$ cat src/design/sct_pkg.sv
// Types and constants for the snoop coherence transition block
`timescale 1ns / 1ps

package sct_pkg;

	localparam int unsigned InDataW  = 8;
	localparam int unsigned InUserW  = 2;
	localparam int unsigned OutDataW = 8;
	localparam int unsigned CfgAddrW = 1;
	localparam int unsigned CfgDataW = 2;

	typedef enum logic [1:0] {
		PROTO_MSI   = 2'd0,
		PROTO_MESI  = 2'd1,
		PROTO_MOSI  = 2'd2,
		PROTO_MOESI = 2'd3
	} proto_t;

	typedef enum logic [CfgAddrW-1:0] {
		REG_PROTOCOL_KIND = 1'd0,
		REG_USE_UPGRADES  = 1'd1
	} cfg_reg_t;

	typedef enum logic [1:0] {
		ACT_REQUEST  = 2'd0,
		ACT_RESPONSE = 2'd1,
		ACT_SNOOP    = 2'd2,
		ACT_UNUSED   = 2'd3
	} action_t;

	typedef enum logic [2:0] {
		CMD_READ    = 3'd0,
		CMD_WRITE   = 3'd1,
		CMD_READEX  = 3'd2,
		CMD_UPGRADE = 3'd3,
		CMD_SWPF    = 3'd4,
		CMD_HWPF    = 3'd5,
		CMD_INV     = 3'd6,
		CMD_WRINV   = 3'd7
	} cmd_t;

	// line state encoding; codes 5 to 7 are not states
	localparam logic [2:0] ST_I = 3'd0;
	localparam logic [2:0] ST_S = 3'd1;
	localparam logic [2:0] ST_E = 3'd2;
	localparam logic [2:0] ST_O = 3'd3;
	localparam logic [2:0] ST_M = 3'd4;

	localparam logic [1:0] BUS_READ    = 2'd0;
	localparam logic [1:0] BUS_READEX  = 2'd1;
	localparam logic [1:0] BUS_UPGRADE = 2'd2;

	typedef struct packed {
		logic       error;
		logic       assert_shared;
		logic       supply_data;
		logic [2:0] next_state;
		logic [1:0] bus_command;
	} result_t;

	typedef struct packed {
		logic       peer_shared;
		logic       has_block;
		logic [2:0] line_state;
		cmd_t       command;
	} item_t;

endpackage

$ cat src/design/snoop_coherence_transition.sv
// Snoop coherence transition block: input register, decode, result register
// Usage:
//   Slave stream s_axis_* carries one item per handshake: tuser holds the
//   action (request, response or snoop), tdata the command, line state,
//   has_block and peer_shared flags. Master stream m_axis_* returns one
//   result per item, in order: bus command, next state, supply_data,
//   assert_shared and error.
//   The item is registered in the input register after its input handshake, and
//   the decode loads the result register from it, which raises m_axis_tvalid.
//   Throughput is one item per cycle; both stages move together, so a full
//   pipe keeps accepting as long as the result side takes an item each cycle.
//   When the receiver stalls the result is held, the input stage fills, and
//   s_axis_tready drops only once both stages hold an item.
//   The configuration port (cfg_we, cfg_addr, cfg_wdata) selects MSI, MESI,
//   MOSI or MOESI and upgrade use; write it only while no item is in flight.
//   Reset empties both stages and sets MSI with upgrades enabled.
`timescale 1ns / 1ps

module snoop_coherence_transition (
	input  logic                          clk,
	input  logic                          arst_n,
	input  logic                          cfg_we,
	input  logic [sct_pkg::CfgAddrW-1:0]  cfg_addr,
	input  logic [sct_pkg::CfgDataW-1:0]  cfg_wdata,
	input  logic                          s_axis_tvalid,
	output logic                          s_axis_tready,
	// command[2:0], line_state[5:3], has_block[6], peer_shared[7]
	input  logic [sct_pkg::InDataW-1:0]   s_axis_tdata,
	// action[1:0]
	input  logic [sct_pkg::InUserW-1:0]   s_axis_tuser,
	output logic                          m_axis_tvalid,
	input  logic                          m_axis_tready,
	// bus_command[1:0], next_state[4:2], supply_data[5], assert_shared[6], error[7]
	output logic [sct_pkg::OutDataW-1:0]  m_axis_tdata
);
	import sct_pkg::*;

	proto_t  protocol_kind_q;
	logic    use_upgrades_q;

	logic    valid_s1;
	action_t action_s1;
	item_t   item_s1;
	logic    valid_s2;
	result_t result_s2;

	logic    ready_s1;
	logic    ready_s2;
	result_t result_d;

	logic    has_excl;
	logic    has_owned;
	logic    upg_on;
	logic    write_hit;
	logic    st_exists;
	logic [2:0] st;
	cmd_t    cmd;

	assign ready_s2      = !valid_s2 || m_axis_tready;
	assign ready_s1      = !valid_s1 || ready_s2;
	assign s_axis_tready = ready_s1;
	assign m_axis_tvalid = valid_s2;
	assign m_axis_tdata  = result_s2;

	always_ff @(posedge clk or negedge arst_n) begin
		if (!arst_n) begin
			protocol_kind_q <= PROTO_MSI;
			use_upgrades_q  <= 1'b1;
		end else if (cfg_we) begin
			unique case (cfg_reg_t'(cfg_addr))
				REG_PROTOCOL_KIND: protocol_kind_q <= proto_t'(cfg_wdata[1:0]);
				REG_USE_UPGRADES:  use_upgrades_q  <= cfg_wdata[0];
				default:           ;
			endcase
		end
	end

	// advance both stages together
	always_ff @(posedge clk or negedge arst_n) begin
		if (!arst_n) begin
			valid_s1 <= 1'b0;
			valid_s2 <= 1'b0;
		end else begin
			if (ready_s1) valid_s1 <= s_axis_tvalid;
			if (ready_s2) valid_s2 <= valid_s1;
		end
	end

	always_ff @(posedge clk) begin
		if (ready_s1 && s_axis_tvalid) begin
			action_s1 <= action_t'(s_axis_tuser);
			item_s1   <= item_t'(s_axis_tdata);
		end
		if (ready_s2 && valid_s1) result_s2 <= result_d;
	end

	assign has_excl  = protocol_kind_q[0];
	assign has_owned = protocol_kind_q[1];
	assign upg_on    = use_upgrades_q || has_owned;
	assign st        = item_s1.line_state;
	assign cmd       = item_s1.command;
	assign write_hit = (st == ST_S) || (st == ST_O && has_owned);

	always_comb begin
		case (st)
			ST_I, ST_S, ST_M: st_exists = 1'b1;
			ST_E:             st_exists = has_excl;
			ST_O:             st_exists = has_owned;
			default:          st_exists = 1'b0;
		endcase
	end

	always_comb begin
		// default is the undefined transition: hold state, flag error
		result_d             = '0;
		result_d.next_state  = st;
		result_d.error       = 1'b1;
		unique case (action_s1)
			ACT_REQUEST: begin
				if (st == ST_I) begin
					if (cmd inside {CMD_READ, CMD_SWPF, CMD_HWPF}) begin
						result_d.bus_command = BUS_READ;
						result_d.error       = 1'b0;
					end else if (cmd == CMD_WRITE) begin
						result_d.bus_command = BUS_READEX;
						result_d.error       = 1'b0;
					end
				end else if (write_hit && cmd == CMD_WRITE) begin
					result_d.bus_command = upg_on ? BUS_UPGRADE : BUS_READEX;
					result_d.error       = 1'b0;
				end
			end
			ACT_RESPONSE: begin
				if (st == ST_I && cmd == CMD_READ) begin
					result_d.next_state =
						(has_excl && !item_s1.peer_shared) ? ST_E : ST_S;
					result_d.error      = 1'b0;
				end else if (st == ST_I && cmd == CMD_READEX) begin
					result_d.next_state = ST_M;
					result_d.error      = 1'b0;
				end else if (write_hit &&
						cmd == (upg_on ? CMD_UPGRADE : CMD_READEX)) begin
					result_d.next_state = ST_M;
					result_d.error      = 1'b0;
				end
			end
			ACT_SNOOP: begin
				if (!item_s1.has_block) begin
					result_d.next_state = ST_I;
					result_d.error      = 1'b0;
				end else if (st_exists) begin
					case (cmd)
						CMD_INV, CMD_WRINV: begin
							result_d.next_state = ST_I;
							result_d.error      = 1'b0;
						end
						CMD_READ: begin
							result_d.error = 1'b0;
							case (st)
								ST_S: result_d.assert_shared = (protocol_kind_q != PROTO_MSI);
								ST_E: begin
									result_d.next_state    = ST_S;
									result_d.assert_shared = 1'b1;
								end
								ST_M: begin
									result_d.next_state    = has_owned ? ST_O : ST_S;
									result_d.supply_data   = 1'b1;
									result_d.assert_shared = 1'b1;
								end
								ST_O: begin
									result_d.supply_data   = 1'b1;
									result_d.assert_shared = 1'b1;
								end
								default: ;
							endcase
						end
						CMD_READEX: begin
							result_d.next_state  = ST_I;
							result_d.supply_data = (st == ST_O) || (st == ST_M);
							result_d.error       = 1'b0;
						end
						CMD_UPGRADE: begin
							if (upg_on && (st == ST_I || st == ST_S || st == ST_O)) begin
								result_d.next_state = ST_I;
								result_d.error      = 1'b0;
							end
						end
						default: ;
					endcase
				end
			end
			default: ;
		endcase
	end

endmodule

$ cat config.mk
export PLATFORM = sky130hd
export DESIGN_NAME = snoop_coherence_transition
export DESIGN_NICKNAME = d
export VERILOG_FILES = /design/src/design/sct_pkg.sv /design/src/design/snoop_coherence_transition.sv
export SDC_FILE = /design/constraint.sdc
export NUM_CORES = 1
export LEC_CHECK = 0
export ABC_CLOCK_PERIOD_IN_PS = 4100
export BUFFER_PORTS_ARGS = -buffer_cell sky130_fd_sc_hd__buf_2
export CAP_MARGIN = 25
export CORE_MARGIN = 2
export CORE_UTILIZATION = 40
export DETAILED_ROUTE_END_ITERATION = 7
export PLACE_DENSITY_LB_ADDON = 0.15
export SLEW_MARGIN = 20
export SYNTH_ARGS = -nofsm -noshare
export SYNTH_HDL_FRONTEND = slang
export SYNTH_SLANG_ARGS = --single-unit
$ cat constraint.sdc
create_clock -name clk -period 4.1 [get_ports clk]
set_input_delay 0.615 -clock clk [delete_from_list [all_inputs] [get_ports clk]]
set_output_delay 0.615 -clock clk [all_outputs]
set_load 0.01 [all_outputs]
After elaboration in Yosys (flattened, before gate mapping)
Cells that the tools add are included.
{ "totals": {"memories": 0, "latch_bits": 0, "inputBits": 18, "ram_bits": 0, "word_cells": 95, "out_inout_bits": 10, "ff_bits": 23, "romBits": 0} }
{ "op_classes": {"add_sub_neg": 0, "magnitude_cmp": 0, "n_reduce_logical": 33, "eq_ne": 14, "n_mul": 0, "shifts": 0, "n_mux": 33, "bitwise": 1, "n_div": 0} }
{ "ops": {"columns": ["operator", "n"], "rows": [
  ["== test 3 bit, second input constant", 5],
  ["two-way mux 3 bit", 5],
  ["two-way mux 1 bit", 14],
  ["== test 3 x 2 -> 1 bit, second input constant", 4],
  ["case mux 3 bit (2 select lines)", 2],
  ["two-way mux 2 bit", 5],
  ["logical AND 1 bit", 9],
  ["case mux 3 bit (3 select lines)", 1],
  ["OR reduction 3 bit", 3],
  ["logical OR 1 bit", 7],
  ["== test 3 x 1 -> 1 bit, second input constant", 2],
  ["zero test 3 bit", 2],
  ["two-way mux 6 bit", 1],
  ["case mux 1 bit (2 select lines)", 3],
  ["case mux 1 bit (3 select lines)", 2],
  ["AND reduction 2 bit", 2],
  ["AND reduction 4 bit", 1],
  ["OR reduction 4 bit", 1],
  ["== test 3 x 2 -> 1 bit", 1],
  ["zero test 1 bit", 3],
  ["AND reduction 3 bit", 1],
  ["nonzero test 3 bit", 1],
  ["== test 2 x 1 -> 1 bit, second input constant", 1],
  ["== test 2 bit, second input constant", 1],
  ["other kinds (4)", 4]
]} }

Logic depth before layout (Yosys ltp)
{ "depth": {"ltp_word": 9, "ltp_mapped": 7, "mapped_depth_nobuf": 7} }

Worst setup path before layout
OpenSTA, ideal clock, no wires.
{ "synth_path": {"kind": "flip-flop to flip-flop", "startpoint": "reg protocol_kind_q[1]", "endpoint": "reg result_s2, in the netlist m_axis_tdata[2], data pin", "path_stages_with_launch": 7, "t_arrival_ns": 1.822, "required_ns": 3.839, "path_slack_ns": 2.017, "n_path_buf": 1, "path_cell_list": "dfrtp_1 buf_6 or3_4 a2111oi_4 o221a_4 o32ai_1 a311o_1"} }
{ "synth_lines": {"columns": ["element", "line", "rtl"], "rows": [
  ["start: declaration", "snoop_coherence_transition.sv:38", "proto_t protocol_kind_q;"],
  ["start signal: assignment", "snoop_coherence_transition.sv:71", "REG_PROTOCOL_KIND: protocol_kind_q <= proto_t'(cfg_wdata[1:0]);"],
  ["end signal: assignment", "snoop_coherence_transition.sv:94", "if (ready_s2 && valid_s1) result_s2 <= result_d;"],
  ["end: declaration", "snoop_coherence_transition.sv:45", "result_t result_s2;"]
]} }

==> Flow_metrics.wiki <==
{| class="wikitable"
! Metric !! Value
|-
| Static leakage power || 0.557 nW
|-
| Number of synthesized flops with an enable pin || 18
|-
| Detailed Route WL || about 2400 um
|-
| Synthesized cell area || 0.00129 sq mm
|-
| Post-cts resize count || 0
|-
| Ranking of synthesized cells by instance count || sky130_fd_sc_hd__edfxtp_1 (18), sky130_fd_sc_hd__a21oi_1 (9), sky130_fd_sc_hd__nand2_1 (8), sky130_fd_sc_hd__inv_1 (6)
|-
| Crit path required time || ~4.2 ns
|-
| Max stage delay on crit path || ~0.50 ns
|-
| Worst setup margin || just under 2 ns
|-
| Total vias in the final route || 976
|-
| Crit Reg-Reg Endpoint || m_axis_tdata[2]
|-
| Worst clock skew || approximately 0.0058 ns
|-
| Fill count || around 300
|-
| Mapped Cells || approximately 110
|-
| Run status || complete, no violations
|-
| Fraction of post-synthesis cell area in the top cell type by area || between 40% and 50%
|-
| Family with the most delay on the worst path || compound AO/OA/AOI/OAI gates
|-
| Vias in the first global route || a little over 900
|-
| Power per cell area || roughly 330 mW/mm^2
|-
| Flip-flop and latch count after synthesis || 23
|-
| H-tree lvl count || 1
|-
| Total GRT Usage || 14.9%
|-
| Async set-or-reset flop fraction in the synthesized netlist || ~22%
|-
| Count of buffering cells on the critical path with inverters included || 0
|-
| Clock transition at the registers of the reported paths || ~0.12 ns
|-
| Final hold violations || 0
|-
| Overall die area || roughly 0.0037 sq mm
|-
| Detailed-route DRC error count || 0
|-
| Area growth from synthesis to final layout || 13.8%
|-
| DR pass1 iterations || 5
|-
| Worst vdd ir || ~0.18 mV
|-
| Initial core utilization || 42.3%
|-
| Startpoint type of the worst setup path || flip-flop
|-
| Setup TNS || 0 ns
|-
| Count of pins over their slew limit || 0
|-
| Clock latency of the later-clocked register in the worst-skew pair || approximately 0.31 ns
|-
| Worst setup EP type || flip-flop
|-
| Number of buffers inserted by hold repair at cts || 0
|-
| Highest fanout seen on the critical path || 10
|-
| Syn Nets || approximately 140
|-
| Number of buffers created by CTS || 3
|-
| Worst slew margin relative to its limit || a little over 70%
|-
| Post-route core utilization || between 40 and 50%
|-
| Top cell type by total area after synthesis || sky130_fd_sc_hd__edfxtp_1
|-
| Prevailing post-synth register cell || sky130_fd_sc_hd__edfxtp_1
|-
| Maximum clock frequency || between 0.4 and 0.5 GHz
|-
| Met1 track demand over resource in global routing || a little under a fifth
|-
| Number of design-rule violations left by the first detailed-router iteration || 28
|-
| First-pass GRT wire length || between 4000 and 5000 um
|-
| RR Startpoint || protocol_kind_q[1]
|-
| Layout cell share with drive strength beyond 1 || between 20% and 30%
|-
| Chip Width || slightly above 60 um
|-
| Area contributors post-synth || sky130_fd_sc_hd__edfxtp_1 (42%), sky130_fd_sc_hd__dfrtp_1 (7.7%), sky130_fd_sc_hd__ha_1 (3.9%)
|-
| Worst r2r path cells || 5
|-
| Remaining number of nets flagged by the antenna check after routing || 0
|-
| Critical Path Slowest Stage Cell || sky130_fd_sc_hd__dfrtp_1
|-
| Number of max-cap violations || 0
|-
| Most common cell in the synthesized netlist || sky130_fd_sc_hd__edfxtp_1
|-
| Min-delay worst type || in -> async
|-
| Dpl cells || between 150 and 200
|-
| Clock tree from TritonCTS || built
|-
| Post-CTS setup buffer count || 0
|-
| Clock sink count || 23
|-
| NumNets Final || roughly 160
|-
| Number of standard cells in the layout, taps in and fillers out || between 150 and 200
|-
| Count of synthesis-stage warnings from yosys || 0
|-
| Antenna violations before repair || 0
|-
| Largest net degree at the start of global routing || 14
|-
| Mean cell area of the mapped netlist || ~11 sq um
|-
| Setup repair after global routing missed its margin || false
|-
| Post-Route Hold Slack || 0.0880 ns
|-
| Time the final worst path needs with I/O delays and setup || around 2.2 ns
|-
| Residual overflow from global routing || 0
|-
| Least-Margin Pin Slew || approximately 0.42 ns
|-
| Arrival time of the worst setup path || 2.25 ns
|-
| Core Box Area || 0.00305 sq mm
|-
| Average detailed-routed wire length per instance || between 10 and 15 um
|-
| Yosys cell types || 45
|-
| Clk root buf || sky130_fd_sc_hd__clkbuf_4
|-
| Cells along the critical path || or3_4 -> a2111oi_4 -> o221a_4 -> o32ai_1 -> a311o_1
|-
| Vias per Instance || ~5.3
|-
| DP Wirelength || around 1900 um
|-
| GRT met2 Usage || ~25%
|-
| Final clock period utilization by the worst path || between 50% and 60%
|-
| Met3 usage in global routing || under 10%
|-
| Global placer's final weighted congestion || roughly 0.86
|-
| Flop2flop setup slack || 1.92 ns
|-
| Post-synthesis sequential area ratio || 51.6%
|-
| I/O pin count || 28
|-
| Final setup vio count || 0
|-
| Most used routing layer || met2
|-
| Port-buffer cells || 27
|-
| Chip height || roughly 60 um
|-
| Diodes inserted || 0
|-
| Number of buffers between clock root and the deepest sink || 2
|-
| Row count || 20
|-
| Pre-CTS setup slack || around 1.9 ns
|-
| Setup Crit Path Kind || reg -> reg
|}
## layout by cell type, fill, tap and decap left out, types with 2 or more instances in the layout
cell / n
sky130_fd_sc_hd__a211oi_1: 2
sky130_fd_sc_hd__a21oi_1: 9
sky130_fd_sc_hd__and2_1: 2
sky130_fd_sc_hd__buf_2: 27
sky130_fd_sc_hd__clkbuf_4: 3
sky130_fd_sc_hd__dfrtp_1: 4
sky130_fd_sc_hd__edfxtp_1: 18
sky130_fd_sc_hd__ha_1: 4
sky130_fd_sc_hd__inv_1: 6
sky130_fd_sc_hd__mux2_2: 3
sky130_fd_sc_hd__nand2_1: 8
sky130_fd_sc_hd__nand2b_1: 4
sky130_fd_sc_hd__nand3_1: 2
sky130_fd_sc_hd__nand3b_1: 2
sky130_fd_sc_hd__nor2_1: 5
sky130_fd_sc_hd__nor2b_1: 4
sky130_fd_sc_hd__nor3_1: 5
sky130_fd_sc_hd__nor4_1: 2
sky130_fd_sc_hd__o21ai_0: 3
sky130_fd_sc_hd__o31ai_1: 2
sky130_fd_sc_hd__o32ai_1: 2
## worst max path at each step
stage | end | slack, ns | start | cells after the start
floorplan | m_axis_tdata[2] | 2.02 | protocol_kind_q[1] | 6
global placement | m_axis_tdata[2] | 1.96 | protocol_kind_q[1] | 5
detailed placement | m_axis_tdata[2] | 1.95 | protocol_kind_q[1] | 5
CTS | m_axis_tdata[2] | 1.94 | protocol_kind_q[1] | 5
global route | m_axis_tdata[2] | 1.84 | action_s1[0] | 7
finish | m_axis_tdata[2] | 1.92 | protocol_kind_q[1] | 5
## through the flow
step / cell area, sq um / total power (W)
final: 1470 / 0.000485
after global routing: 1470 / 0.000513
after CTS: 1470 / 0.000490
after detailed placement: 1450 / 0.000386
after global placement: 1450 / 0.000386
after floorplan: 1290 / 0.000360
## cells by family after synthesis
| family | synth area share [%] |
|---|---|
| buf+inv | 4.65 |
| xor+xnor | 0.678 |
| flops | 51.6 |
| fa+ha+maj | 3.87 |
| compound gates | 17.6 |
| mux | 3.39 |
| simple gates | 18.2 |
## cell type report
class                           instances  area (sq um)  share of cell area [%]
Timing Repair Buffer                   27           135                    9.18
Tap cell                               44          55.1                    3.74
Inverter                                6          22.5                    1.53
Multi-Input combinational cell         80           566                    38.4
Clock buffer                            4          26.3                    1.79
Sequential cell                        23           667                    45.3
## worst reg2reg max path: cells and delay by family, from the launching register on
family           cells  cell delay, ns
flip-flops           1            0.50
AND/OR/NAND/NOR      1            0.43
AO/OA/AOI/OAI        4            1.00
## layer usage
| metal | vias up | share of wire, % |
|---|---|---|
| met5 | - | 0 |
| met4 | 0 | 1.7 |
| met3 | 7 | 7.8 |
| met2 | 55 | 48 |
| met1 | 430 | 42 |
| li1 | 484 | - |
## registers in the layout (all words and copies together), names as in the netlist
| signal | flops |
|---|---|
| action_s1 | 2 |
| cmd | 3 |
| item_s1 | 2 |
| m_axis_tdata | 8 |
| m_axis_tvalid | 1 |
| protocol_kind_q | 2 |
| st | 3 |
| use_upgrades_q | 1 |
| valid_s1 | 1 |
## report_power, final
part           leakage (nW)  switching [W]  internal, W   total, W
logic                 0.312      0.0000457    0.0000396  0.0000853
registers             0.230      0.0000209     0.000275   0.000296
clock network        0.0150      0.0000655    0.0000380   0.000104
Note: power is estimated with default switching activity, not from simulation.
